[src/assert_macros.svh]
// Assertion macros shared by the RTL of the Legendre series block.
// The user module must have a clock named clk and an active-low reset arst_n.
`ifndef ASSERT_MACROS_SVH
`define ASSERT_MACROS_SVH

// same-cycle implication
`define ASSERT_IMPL(lbl, ante, cons, msg) \
	lbl: assert property (@(posedge clk) disable iff (!arst_n) (ante) |-> (cons)) \
		else $error(msg);

// next-cycle implication
`define ASSERT_NEXT(lbl, ante, cons, msg) \
	lbl: assert property (@(posedge clk) disable iff (!arst_n) (ante) |=> (cons)) \
		else $error(msg);

`endif

[src/lps_pkg.sv]
// Shared types and constants of the Legendre polynomial series block.
// No dependencies; every module of the block imports this package.
`timescale 1ns / 1ps

package lps_pkg;

	localparam int DEG_W         = 4;
	localparam int POS_W         = 32;
	localparam int VAL_W         = 32;
	localparam int MAX_ORDER     = 15;
	localparam int FRAC_BITS_DEF = 30;

	// highest degree that can ever be emitted
	localparam logic [DEG_W-1:0] TOP_LIMIT =
		(MAX_ORDER < (1 << DEG_W) - 1) ? DEG_W'(MAX_ORDER) : '1;

	// front-to-back queue, power of two
	localparam int QUEUE_DEPTH = 2;

	// quotient bits resolved per cycle in the divider
	localparam int DIV_BITS_PER_CYC = 4;

	// one classified transaction waiting for the back end
	typedef struct packed {
		logic signed [POS_W-1:0] position;
		logic [DEG_W-1:0]        top_degree;
	} item_t;

	typedef struct packed {
		logic full;
		logic empty;
	} q_sts_t;

	typedef struct packed {
		logic             start;
		logic [DEG_W-1:0] divisor;
	} div_ctl_t;

	typedef struct packed {
		logic busy;
		logic done;
	} div_sts_t;

endpackage

[src/lps_queue.sv]
// Short FIFO between the front and back ends of the Legendre series block.
// Depends on lps_pkg and assert_macros.svh.
`timescale 1ns / 1ps
`include "assert_macros.svh"

module lps_queue (
	input  logic            clk,
	input  logic            arst_n,
	input  logic            push,
	input  lps_pkg::item_t  push_item,
	input  logic            pop,
	output lps_pkg::item_t  pop_item,
	output lps_pkg::q_sts_t sts
);
	import lps_pkg::*;

	localparam int AW = (QUEUE_DEPTH > 1) ? $clog2(QUEUE_DEPTH) : 1;

	item_t         entry_q [QUEUE_DEPTH];
	logic [AW-1:0] wr_ptr_q;
	logic [AW-1:0] rd_ptr_q;
	logic [AW:0]   count_q;

	assign sts.full  = (count_q == (AW+1)'(QUEUE_DEPTH));
	assign sts.empty = (count_q == '0);
	assign pop_item  = entry_q[rd_ptr_q];

	// pointers and fill count
	always_ff @(posedge clk or negedge arst_n) begin
		if (!arst_n) begin
			wr_ptr_q <= '0;
			rd_ptr_q <= '0;
			count_q  <= '0;
		end else begin
			if (push) wr_ptr_q <= wr_ptr_q + AW'(1);
			if (pop)  rd_ptr_q <= rd_ptr_q + AW'(1);
			if (push && !pop)      count_q <= count_q + (AW+1)'(1);
			else if (pop && !push) count_q <= count_q - (AW+1)'(1);
		end
	end

	// storage
	always_ff @(posedge clk) begin
		if (push) entry_q[wr_ptr_q] <= push_item;
	end

	`ASSERT_IMPL(a_no_overflow, push, !sts.full, "queue written while full")
	`ASSERT_IMPL(a_no_underflow, pop, !sts.empty, "queue read while empty")

endmodule

[src/lps_front.sv]
// Front end: holds max_degree, accepts positions, clamps them to [-1, 1]
// and tags each with its highest degree. Depends on lps_pkg.
`timescale 1ns / 1ps

module lps_front #(
	parameter int FRAC_BITS = lps_pkg::FRAC_BITS_DEF
) (
	input  logic                           clk,
	input  logic                           arst_n,
	input  logic                           cfg_wr_en,
	input  logic [lps_pkg::DEG_W-1:0]      cfg_wr_data,
	input  logic                           in_valid,
	output logic                           in_stall,
	input  logic signed [lps_pkg::POS_W-1:0] position,
	input  lps_pkg::q_sts_t                q_sts,
	output logic                           push,
	output lps_pkg::item_t                 push_item
);
	import lps_pkg::*;

	localparam logic signed [POS_W-1:0] ONE_Q = POS_W'(longint'(1) << FRAC_BITS);

	logic [DEG_W-1:0] max_degree_q;

	// configuration register
	always_ff @(posedge clk or negedge arst_n) begin
		if (!arst_n) begin
			max_degree_q <= '0;
		end else if (cfg_wr_en) begin
			max_degree_q <= cfg_wr_data;
		end
	end

	assign in_stall = q_sts.full;
	assign push     = in_valid && !q_sts.full;

	// clamp x and limit the degree
	always_comb begin
		if (position > ONE_Q)       push_item.position = ONE_Q;
		else if (position < -ONE_Q) push_item.position = -ONE_Q;
		else                        push_item.position = position;
		push_item.top_degree = (max_degree_q > TOP_LIMIT) ? TOP_LIMIT : max_degree_q;
	end

endmodule

[src/lps_div.sv]
// Radix-16 restoring divider: wide unsigned dividend by a 4-bit divisor.
// Depends on lps_pkg and assert_macros.svh.
`timescale 1ns / 1ps
`include "assert_macros.svh"

module lps_div #(
	parameter int DIV_W = 36
) (
	input  logic                      clk,
	input  logic                      arst_n,
	input  lps_pkg::div_ctl_t         ctl,
	input  logic [DIV_W-1:0]          dividend,
	output lps_pkg::div_sts_t         sts,
	output logic [DIV_W-1:0]          quotient
);
	import lps_pkg::*;

	localparam int DIV_CYC = DIV_W / DIV_BITS_PER_CYC;
	localparam int CW      = $clog2(DIV_CYC + 1);

	logic [DIV_W-1:0] work_q;
	logic [DEG_W-1:0] rem_q;
	logic [DEG_W-1:0] divisor_q;
	logic [CW-1:0]    cnt_q;
	logic             done_q;

	logic [DIV_W-1:0] work_n;
	logic [DEG_W-1:0] rem_n;
	logic [DEG_W:0]   trial;

	// a few restoring steps per cycle; remainder stays below the divisor
	always_comb begin
		work_n = work_q;
		rem_n  = rem_q;
		trial  = '0;
		for (int k = 0; k < DIV_BITS_PER_CYC; k++) begin
			trial  = {rem_n, work_n[DIV_W-1]};
			work_n = {work_n[DIV_W-2:0], 1'b0};
			if (trial >= {1'b0, divisor_q}) begin
				rem_n     = DEG_W'(trial - {1'b0, divisor_q});
				work_n[0] = 1'b1;
			end else begin
				rem_n = trial[DEG_W-1:0];
			end
		end
	end

	// step counter and completion pulse
	always_ff @(posedge clk or negedge arst_n) begin
		if (!arst_n) begin
			cnt_q  <= '0;
			done_q <= 1'b0;
		end else if (ctl.start) begin
			cnt_q  <= CW'(DIV_CYC);
			done_q <= 1'b0;
		end else if (cnt_q != '0) begin
			cnt_q  <= cnt_q - CW'(1);
			done_q <= (cnt_q == CW'(1));
		end else begin
			done_q <= 1'b0;
		end
	end

	// datapath
	always_ff @(posedge clk) begin
		if (ctl.start) begin
			work_q    <= dividend;
			rem_q     <= '0;
			divisor_q <= ctl.divisor;
		end else if (cnt_q != '0) begin
			work_q <= work_n;
			rem_q  <= rem_n;
		end
	end

	assign sts.busy = (cnt_q != '0);
	assign sts.done = done_q;
	assign quotient = work_q;

	`ASSERT_IMPL(a_start_idle, ctl.start, !sts.busy, "divider started while busy")
	`ASSERT_NEXT(a_start_busy, ctl.start, sts.busy && !sts.done, "divider did not start")

endmodule

[src/lps_back.sv]
// Back end: runs Bonnet's recurrence for one queued position and drives
// the registered result channel. Depends on lps_pkg, lps_div, assert_macros.svh.
`timescale 1ns / 1ps
`include "assert_macros.svh"

module lps_back #(
	parameter int FRAC_BITS = lps_pkg::FRAC_BITS_DEF
) (
	input  logic                             clk,
	input  logic                             arst_n,
	input  lps_pkg::q_sts_t                  q_sts,
	input  lps_pkg::item_t                   pop_item,
	output logic                             pop,
	output logic                             out_valid,
	input  logic                             out_stall,
	output logic [lps_pkg::DEG_W-1:0]        degree,
	output logic signed [lps_pkg::VAL_W-1:0] poly_value,
	output logic                             last
);
	import lps_pkg::*;

	localparam int VW    = FRAC_BITS + 2;
	localparam int PW    = 2 * VW;
	localparam int NW    = 2 * FRAC_BITS + 7;
	localparam int DIV_W = DIV_BITS_PER_CYC *
		((FRAC_BITS + 6 + DIV_BITS_PER_CYC - 1) / DIV_BITS_PER_CYC);
	localparam logic signed [VW-1:0] ONE_V = VW'(longint'(1) << FRAC_BITS);
	localparam logic [DIV_W-1:0]     ONE_D = DIV_W'(longint'(1) << FRAC_BITS);

	typedef enum logic [5:0] {
		ST_IDLE  = 6'b000001,
		ST_PUT   = 6'b000010,
		ST_MUL   = 6'b000100,
		ST_SCALE = 6'b001000,
		ST_ROUND = 6'b010000,
		ST_DIV   = 6'b100000
	} state_t;

	state_t                  state_q;
	logic [DEG_W-1:0]        deg_q;
	logic [DEG_W-1:0]        top_q;
	logic signed [VW-1:0]    x_q;
	logic signed [VW-1:0]    p1_q;
	logic signed [VW-1:0]    p2_q;
	logic signed [PW-1:0]    prod_s1;
	logic signed [NW-1:0]    num_s2;
	logic                    neg_q;
	logic                    out_valid_q;
	logic [DEG_W-1:0]        out_degree_q;
	logic signed [VAL_W-1:0] out_value_q;
	logic                    out_last_q;

	logic                    out_free;
	logic                    put;
	logic                    is_last;
	logic [DEG_W:0]          coef_a;
	logic [DEG_W-1:0]        coef_b;
	logic signed [NW-1:0]    term_a;
	logic signed [NW-1:0]    term_b;
	logic signed [NW-1:0]    num_c;
	logic [NW-1:0]           mag_c;
	logic [NW-1:0]           biased_c;
	logic signed [VW-1:0]    mag_v;
	logic signed [VW-1:0]    new_val;

	div_ctl_t                div_ctl;
	div_sts_t                div_sts;
	logic [DIV_W-1:0]        dividend;
	logic [DIV_W-1:0]        quotient;

	lps_div #(
		.DIV_W(DIV_W)
	) u_div (
		.clk      (clk),
		.arst_n   (arst_n),
		.ctl      (div_ctl),
		.dividend (dividend),
		.sts      (div_sts),
		.quotient (quotient)
	);

	assign out_free = !out_valid_q || !out_stall;
	assign put      = (state_q == ST_PUT) && out_free;
	assign is_last  = (deg_q == top_q);
	assign pop      = (state_q == ST_IDLE) && !q_sts.empty;

	// exact numerator (2i-1) x P1 - (i-1) P2 at scale 2^(2F)
	always_comb begin
		coef_a = {deg_q, 1'b0} - (DEG_W+1)'(1);
		coef_b = deg_q - DEG_W'(1);
		term_a = NW'(prod_s1) * NW'($signed({1'b0, coef_a}));
		term_b = NW'(p2_q) * NW'($signed({1'b0, coef_b}));
		num_c  = term_a - (term_b <<< FRAC_BITS);
	end

	// round half away from zero: |N| + d/2, then divide by i * 2^F
	always_comb begin
		mag_c    = num_s2[NW-1] ? NW'(-num_s2) : NW'(num_s2);
		biased_c = mag_c + (NW'(deg_q) << (FRAC_BITS - 1));
		dividend = DIV_W'(biased_c >> FRAC_BITS);
	end

	assign div_ctl.start   = (state_q == ST_ROUND);
	assign div_ctl.divisor = deg_q;

	// saturate and restore the sign
	always_comb begin
		mag_v   = (quotient > ONE_D) ? ONE_V : VW'(quotient);
		new_val = neg_q ? -mag_v : mag_v;
	end

	// sequencer and control
	always_ff @(posedge clk or negedge arst_n) begin
		if (!arst_n) begin
			state_q     <= ST_IDLE;
			out_valid_q <= 1'b0;
			deg_q       <= '0;
			top_q       <= '0;
		end else begin
			if (put)             out_valid_q <= 1'b1;
			else if (!out_stall) out_valid_q <= 1'b0;

			case (state_q)
				ST_IDLE: begin
					if (pop) begin
						deg_q   <= '0;
						top_q   <= pop_item.top_degree;
						state_q <= ST_PUT;
					end
				end
				ST_PUT: begin
					if (out_free) begin
						if (is_last) begin
							state_q <= ST_IDLE;
						end else begin
							deg_q <= deg_q + DEG_W'(1);
							if (deg_q == '0) state_q <= ST_PUT;
							else             state_q <= ST_MUL;
						end
					end
				end
				ST_MUL:   state_q <= ST_SCALE;
				ST_SCALE: state_q <= ST_ROUND;
				ST_ROUND: state_q <= ST_DIV;
				ST_DIV: begin
					if (div_sts.done) state_q <= ST_PUT;
				end
				default:  state_q <= ST_IDLE;
			endcase
		end
	end

	// recurrence values, pipeline and output register
	always_ff @(posedge clk) begin
		if (pop) begin
			x_q  <= VW'(pop_item.position);
			p1_q <= ONE_V;
			p2_q <= '0;
		end
		if (put) begin
			out_degree_q <= deg_q;
			out_value_q  <= VAL_W'(p1_q);
			out_last_q   <= is_last;
			if (!is_last && deg_q == '0) begin
				p2_q <= p1_q;
				p1_q <= x_q;
			end
		end
		if (state_q == ST_MUL)   prod_s1 <= x_q * p1_q;
		if (state_q == ST_SCALE) num_s2  <= num_c;
		if (state_q == ST_ROUND) neg_q   <= num_s2[NW-1];
		if (state_q == ST_DIV && div_sts.done) begin
			p2_q <= p1_q;
			p1_q <= new_val;
		end
	end

	assign out_valid  = out_valid_q;
	assign degree     = out_degree_q;
	assign poly_value = out_value_q;
	assign last       = out_last_q;

	`ASSERT_IMPL(a_done_in_div, div_sts.done, state_q == ST_DIV, "divider result unexpected")
	`ASSERT_NEXT(a_last_ends, put && is_last, state_q == ST_IDLE, "series did not end")

endmodule

[src/legendre_polynomial_series.sv]
// Legendre polynomial series P0..Pn at a Q1.F position (Bonnet recurrence).
// Top level; depends on lps_pkg, lps_front, lps_queue, lps_back.
//
//   channel | signals                          | direction
//   config  | cfg_wr_en, cfg_wr_data           | in, write only
//   input   | in_valid, in_stall, position     | in, one position per transaction
//   output  | out_valid, out_stall, degree,    | out, max_degree+1 transactions
//           | poly_value, last                 |   per position
//
// A position leaves the queue from the idle state; degrees 0 and 1 are then
// put straight from the put state, and every higher degree i passes through
// the multiply, scale, round and divide states; the divide state waits for the
// divider by i, which resolves four quotient bits a cycle, before the put.
// One position is worked at a time; a two-entry queue takes further positions.
// Reset is asynchronous, active low, and clears max_degree to 0.
// A stalled result is held in the output register; the next put waits for it.
`timescale 1ns / 1ps

module legendre_polynomial_series #(
	parameter int FRAC_BITS = lps_pkg::FRAC_BITS_DEF
) (
	input  logic                             clk,
	input  logic                             arst_n,
	input  logic                             cfg_wr_en,
	input  logic [lps_pkg::DEG_W-1:0]        cfg_wr_data,
	input  logic                             in_valid,
	output logic                             in_stall,
	input  logic signed [lps_pkg::POS_W-1:0] position,
	output logic                             out_valid,
	input  logic                             out_stall,
	output logic [lps_pkg::DEG_W-1:0]        degree,
	output logic signed [lps_pkg::VAL_W-1:0] poly_value,
	output logic                             last
);
	import lps_pkg::*;

	logic   push;
	logic   pop;
	item_t  push_item;
	item_t  pop_item;
	q_sts_t q_sts;

	lps_front #(
		.FRAC_BITS(FRAC_BITS)
	) u_front (
		.clk         (clk),
		.arst_n      (arst_n),
		.cfg_wr_en   (cfg_wr_en),
		.cfg_wr_data (cfg_wr_data),
		.in_valid    (in_valid),
		.in_stall    (in_stall),
		.position    (position),
		.q_sts       (q_sts),
		.push        (push),
		.push_item   (push_item)
	);

	lps_queue u_queue (
		.clk       (clk),
		.arst_n    (arst_n),
		.push      (push),
		.push_item (push_item),
		.pop       (pop),
		.pop_item  (pop_item),
		.sts       (q_sts)
	);

	lps_back #(
		.FRAC_BITS(FRAC_BITS)
	) u_back (
		.clk        (clk),
		.arst_n     (arst_n),
		.q_sts      (q_sts),
		.pop_item   (pop_item),
		.pop        (pop),
		.out_valid  (out_valid),
		.out_stall  (out_stall),
		.degree     (degree),
		.poly_value (poly_value),
		.last       (last)
	);

endmodule
[config.mk]
export PLATFORM = sky130hd
export DESIGN_NAME = legendre_polynomial_series
export DESIGN_NICKNAME = d
export VERILOG_FILES = /design/src/lps_pkg.sv /design/src/lps_queue.sv /design/src/lps_front.sv /design/src/lps_div.sv /design/src/lps_back.sv /design/src/legendre_polynomial_series.sv
export VERILOG_INCLUDE_DIRS = /design/src /design/src/src
export SDC_FILE = /design/constraint.sdc
export NUM_CORES = 2
export LEC_CHECK = 0
export ABC_CLOCK_PERIOD_IN_PS = 24000
export BUFFER_PORTS_ARGS = -buffer_cell sky130_fd_sc_hd__clkbuf_2
export CAP_MARGIN = 15
export CORE_UTILIZATION = 30
export CTS_CLUSTER_DIAMETER = 100
export DETAILED_ROUTE_END_ITERATION = 8
export SYNTH_ARGS = -nofsm -noshare
export SYNTH_HDL_FRONTEND = slang
export SYNTH_HIERARCHICAL = 1
export SYNTH_SLANG_ARGS = --single-unit
[constraint.sdc]
create_clock -name clk -period 24 [get_ports clk]
set_input_delay 1.2 -clock clk [delete_from_list [all_inputs] [get_ports clk]]
set_output_delay 1.2 -clock clk [all_outputs]
set_load 0.02 [all_outputs]
* Word level (Yosys, flattened, before mapping)
Memories as Yosys holds them, arrays and structs flattened.
Index checks and enable logic that the tools add are counted.
** Word-level totals
- Output and inout port bits :: 39
- Bits in registers :: 337
- Bits of input ports :: 41
- Word-level logic and storage cells :: 132
- Memories kept :: 1
- Bits in writable memories :: 72
** Memories
- u_queue.entry_q :: words 2, bits a word 36, rd ports 1, clocked after memory_dff 0, wr ports 1, line lps_queue.sv:19 : item_t entry_q [QUEUE_DEPTH];
** Cells by class
- Reductions and logical operators :: 24
- Add/subtract/negate cells :: 16
- Equal/unequal tests :: 14
- Magnitude comparators :: 8
- Mux-type cells :: 44
- Multipliers :: 3
** Operator list (number)
- 32-bit two-way mux :: 12
- 36-bit two-way mux :: 2
- 64-bit by 6-bit multiplier with 67-bit output :: 1
- 67-bit subtractor :: 1
- 66-bit by 33-bit adder with 66-bit output :: 1
- 66-bit two-way mux :: 1
- 66-bit negator :: 1
- 32-bit by 32-bit multiplier with 64-bit output :: 1
- 4-bit two-way mux :: 10
- 32-bit by 5-bit multiplier with 37-bit output :: 1
- 36-bit by 31-bit greater-than comparator with 1-bit output, second input constant :: 1
- 6-bit case mux with 6 select lines :: 1
- 32-bit greater-than comparator, second input constant :: 1
- 32-bit by 31-bit < comparator with 1-bit output, second input constant :: 1
- 32-bit negator :: 1
- 6-bit two-way mux :: 4
- 5-bit by 4-bit >= comparator with 1-bit output :: 4
- 4-bit subtractor :: 4
- 1-bit two-way mux :: 10
- 4-bit case mux with 2 select lines :: 1
- 4-bit by 1-bit subtractor with 4-bit output, second input constant :: 2
- 1-bit logical AND :: 7
- 1-bit logical NOT :: 7
- 6-bit by 1-bit == test with 1-bit output, second input constant :: 1
- other kinds (26) :: 33

* Longest topological paths before layout
- Depth in word-level cells :: 10
- Gate-level depth with buffers :: 41
- Depth with buffers taken out :: 37

* By module
The synthesis kept the hierarchy.
** Modules (own cells, without submodules)
- lps_back :: instances 1, area an instance 64625.7 µm², cells an instance 7111, sequential area each 7693.6 µm²
- lps_div :: instances 1, area an instance 2964.1 µm², cells an instance 226, sequential area each 1406.3 µm²
- lps_queue :: instances 1, area an instance 2934.1 µm², cells an instance 128, sequential area each 2262.2 µm²
- lps_front :: instances 1, area an instance 525.5 µm², cells an instance 91, sequential area each 100.1 µm²

* Least setup slack after synthesis
Ideal clock, no wire load.
- Kind :: register to register
- From :: register u_back.deg_q[0]
- To :: register u_back.num_s2[66] (data pin)
- Data required time :: 23732 ps
- Cell stages (with the launch flop) :: 39
- Arrival time :: 9248 ps
- Setup slack :: 14484 ps
- Library setup time :: 268 ps
- Path buffers :: 3
- Period minus slack after synthesis :: 9516 ps
- Cell sequence :: dfrtp_1 clkbuf_1 inv_1 clkbuf_1 ha_1 xor2_1 clkbuf_1 and2_1 ha_1 inv_1 fa_1 fa_1 inv_1 ha_1 o21ai_0 o21ai_0 a2111oi_0 o41ai_1 (+3 left out) nor2_1 nor2_1 xor2_1 ha_1 inv_1 fa_1 inv_1 fa_1 inv_1 fa_1 inv_1 ha_1 and3_1 nand4_1 or2_2 o31a_1 a311oi_1 xnor3_1
** Between the ends
- Word-level cells in the longest chain between the ends :: 3
- Elaborated cells between the ends (all ways) :: 5
- Those cells by class :: 3 x add/sub; 2 x mul
** RTL lines
- start, declared :: line lps_back.sv:40 : logic [DEG_W-1:0] deg_q;
- start signal, assigned :: line lps_back.sv:136 : deg_q <= deg_q + DEG_W'(1);
- 5-bit by 1-bit subtractor with 5-bit output / 4-bit by 1-bit subtractor with 4-bit output (equally long branches) :: line lps_back.sv:89, lps_back.sv:90
- 64-bit by 6-bit multiplier with 67-bit output / 32-bit by 5-bit multiplier with 37-bit output (equally long branches) :: line lps_back.sv:91, lps_back.sv:92
- 67-bit subtractor * :: line lps_back.sv:93 : num_c = term_a - (term_b <<< FRAC_BITS);
- net u_back.num_c[66] :: line lps_back.sv:60 : logic signed [NW-1:0] num_c;
- end signal, assigned :: line lps_back.sv:170 : if (state_q == ST_SCALE) num_s2 <= num_c;
- end, declared :: line lps_back.sv:46 : logic signed [NW-1:0] num_s2;
Mark *: on every way through the listed nets, which the timed path passes. The rest lies on a longest branch.
A chain may end at the register's enable or synchronous reset.

* Worst setup path after layout
Same ends and word-level chain as after synthesis.

==> flow_metrics.tcl <==
set metrics [dict create \
    worstHoldStart "u_back/p1_q[2]" \
    grt_pass1_vias 55650 \
    gp_congestion 0.8959 \
    clock_latency_ps 650 \
    holdCritPathClass "reg -> reg" \
    grt_use_met2 0.3144 \
    synth-simple-area-share 0.1456 \
    fin_crit_ps 10900 \
    cp.required_ps 24390 \
    die_w_um 488.7 \
    multi_input_area_um2 51830 \
    die_h_um 488.7 \
    syn_area_um2 71050 \
    status "finished, final reports clean" \
    final_hold_viol_count 0 \
    postCtsHoldBufs 0 \
    layout.nets 9267 \
    start_util 0.3018 \
    htree_levels 2 \
    ant_nets 0 \
    synth_edf_count 313 \
    overflow 0 \
    die_area_um2 238800 \
    yosys_warnings 6 \
    io_buffers 79 \
    start_kind "flop" \
    viasPerCell 4.840 \
    row_count 178 \
    rsz0062_at_grt "false" \
    syn2layout_area_growth_pct 7.572 \
    cts_buffer_depth 3 \
    cts_sinks 409 \
    drt-wirelength-per-cell_um 19.32 \
    synth_xor_area_frac 0.03249 \
    maxSlewViolCount 0 \
    grt_max_degree 99 \
    routed_wirelength_um 205300 \
    cap_violations 0 \
    slew_headroom 0.1552 \
    critPathKind "reg -> reg" \
    grt_use_met3 0.01962 \
    vias 51430 \
    rr_worst_depth 34 \
    synth_top_family_by_area "adder cells" \
    drcViolationCount 0 \
    cts_tree "yes" \
    async_reset_ff_frac 0.06846 \
    syn_nets 9386 \
    grt_usage 0.1753 \
    antenna_found_initial 7 \
    synthMuxAreaShare 0.01632 \
    r2r-start "u_back/deg_q[0]" \
    numCtsBuffers 48 \
    first_pass_iters 6 \
    critical_path.endpoint_type "flop" \
    synth_ff_type "edfxtp_1" \
    setup_tns_ps 0 \
    use_met1 0.2063 \
    drive_gt1_frac 0.05392 \
    postCtsSetupBuffers 0 \
    core_um2 235400 \
    busiest_layer "met2" \
    synthAdderAreaFrac 0.4633 \
    drt_iter0_drc 3426 \
    grt_pass1_wl_um 322000 \
    dp.final_hpwl_um 156400 \
    setup_viol 0 \
    ctsResizeCount 0 \
    n_fill_cell 24280 \
    r2r_end "u_back/num_s2[66]" \
    ys_seq_area_frac 0.1613 \
    arrival_ps 11290 \
    fmax_ghz 0.09177 \
    area.sequential_um2 11470 \
    holdPathEnd "u_back/p2_q[2]" \
    ys_ff_latch 409 \
    crit_fanout 59 \
    synth_area_per_cell_um2 9.403 \
    skew_ps 33.06 \
    max_slew.worst_pin.slew_ps 1265 \
    syn_inst 7556 \
    min_path_cells 2 \
    fin_crit_sh 0.4540 \
    r2r_slack_ps 13100 \
    path_clk_slew_ps 60 \
    io_pins 80 \
    slowest_stage "xor2_4" \
    cts-root-buf "clkbuf_16" \
    max_stage_delay_ps 750 \
    synth.distinct_cells 104 \
    synth-compound-area-share 0.07071 \
]
==> metal layers <==
layer | share of wire | wire length [um] | up-vias
li1 | - | - | 22740
met5 | 0 | 0 | -
met2 | 0.50 | 103500 | 1610
met3 | 0.052 | 10590 | 440
met1 | 0.39 | 79240 | 26650
met4 | 0.058 | 11980 | 0
==> worst max-delay path, delay by kind of cell (launching register included) <==
kind | cells | cell delay [ps]
AND/OR/NAND/NOR | 6 | 1220
flip-flops | 1 | 330
AO/OA/AOI/OAI | 9 | 3270
XOR/XNOR | 3 | 1200
adder cells (fa/ha/maj) | 9 | 3240
buffers and inverters | 7 | 1300
==> cell families after synthesis <==
kind of cell | Yosys count
buffers and inverters | 2058
DFF | 409
xor gates and xnor gates | 262
muxes | 92
adders and majority gates | 1789
and+or+nand+nor | 2188
AOI/OAI and AO/OA | 758
==> area by class of cell <==
cell class	count	share of cell area
repair buffers	179	0.01509
clock buffers	60	0.01711
inverters	1710	0.08398
flip-flops and latches	409	0.1500
clock inverters	27	0.003962
well taps	3150	0.05157
multi-input cells	5089	0.6782
diodes	3	0.00009822
==> cell usage after synthesis (8+ instances only) <==
library cell / n / area, um2
fa_1: 1403 / 28090
nor2_1: 200 / 750.7
or2_2: 13 / 81.33
nand2b_1: 127 / 794.5
mux2i_1: 12 / 120.1
o21bai_1: 31 / 232.7
o21ai_0: 144 / 720.7
o2111ai_1: 8 / 70.07
nand2_1: 1156 / 4339
inv_1: 1709 / 6415
o22ai_1: 19 / 118.9
and4_1: 12 / 105.1
dfrtp_1: 27 / 675.7
nor2b_1: 66 / 412.9
and3_1: 39 / 244.0
nor3_1: 48 / 240.2
dfxtp_1: 68 / 1361
and2_1: 344 / 2152
o211ai_1: 13 / 97.59
o21a_1: 29 / 217.7
mux2_2: 47 / 529.3
a31oi_1: 37 / 231.5
clkbuf_1: 318 / 1194
mux2_4: 31 / 465.5
ha_1: 386 / 4830
or3_1: 18 / 112.6
nand3_1: 60 / 300.3
a211oi_1: 36 / 270.3
buf_1: 15 / 56.30
nor4_1: 18 / 112.6
nand4_1: 35 / 219.0
o31ai_1: 20 / 150.1
edfxtp_1: 313 / 9399
a21o_1: 99 / 743.2
xor2_1: 109 / 954.7
xnor2_1: 152 / 1331
nor3b_1: 13 / 97.59
a21oi_1: 201 / 1006
==> worst max-delay path by stage <==
| stage | from | to | slack (ps) |
|---|---|---|---|
| finish | u_back/deg_q[0] | u_back/num_s2[66] | 13100 |
| global route | u_back/deg_q[0] | u_back/num_s2[66] | 12330 |
| CTS | u_back/deg_q[0] | u_back/num_s2[66] | 13080 |
| detailed placement | u_back/deg_q[0] | u_back/num_s2[66] | 13110 |
| global placement | u_back/deg_q[0] | u_back/num_s2[66] | 13290 |
| floorplan | u_back/deg_q[0] | u_back/num_s2[66] | 14480 |
==> cell usage in the layout, fill, tap and decap left out, drive strengths merged, types with 19 or more instances in the layout <==
cell type,count
inv,1713
fa,1403
nand2,1156
ha,386
and2,344
edfxtp,313
a21oi,204
nor2,201
xnor2,152
o21ai,148
clkbuf,139
nand2b,128
xor2,109
buf,100
a21o,100
mux2,78
dfxtp,68
nor2b,66
nand3,60
nor3,48
and3,39
a211oi,39
a31oi,37
nand4,36
o21bai,31
o21a,30
dfrtp,27
nor4,24
o31ai,21
o22ai,19
==> metrics by stage <==
| stage | utilization | instance area (um2) | worst slack (ps) | instances | hold WS [ps] |
|---|---|---|---|---|---|
| finish | 0.3247 | 76430 | 13100 | 10630 | 473.5 |
| global route | 0.3246 | 76420 | 12330 | 10620 | 490.0 |
| CTS | 0.3246 | 76420 | 13080 | 10620 | 472.7 |
| detailed placement | 0.3178 | 74810 | 13110 | 10540 | 458.5 |
| global placement | 0.3177 | 74800 | 13290 | 10540 | 454.2 |
| floorplan | - | 71050 | 14480 | 7556 | 406.4 |
==> state kept, by name, indices dropped and copies added, names as in the netlist, 2 cells and up <==
name                    cells
u_back/u_div/rem_q          4
u_back/num_s2              67
u_queue/entry_q            72
u_back/p2_q                32
u_back/u_div/quotient      36
u_front/max_degree_q        4
u_back/degree               4
u_back/p1_q                32
u_queue/count_q             2
u_back/prod_s1             64
u_back/top_q                4
u_back/state_q              6
u_back/u_div/cnt_q          4
u_back/deg_q                4
u_back/u_div/divisor_q      4
u_back/x_q                 32
u_back/poly_value          32
Power is left out: the tool's default activity adds up to more than one toggle a clock period on the data nets, which glitch-free logic cannot reach.
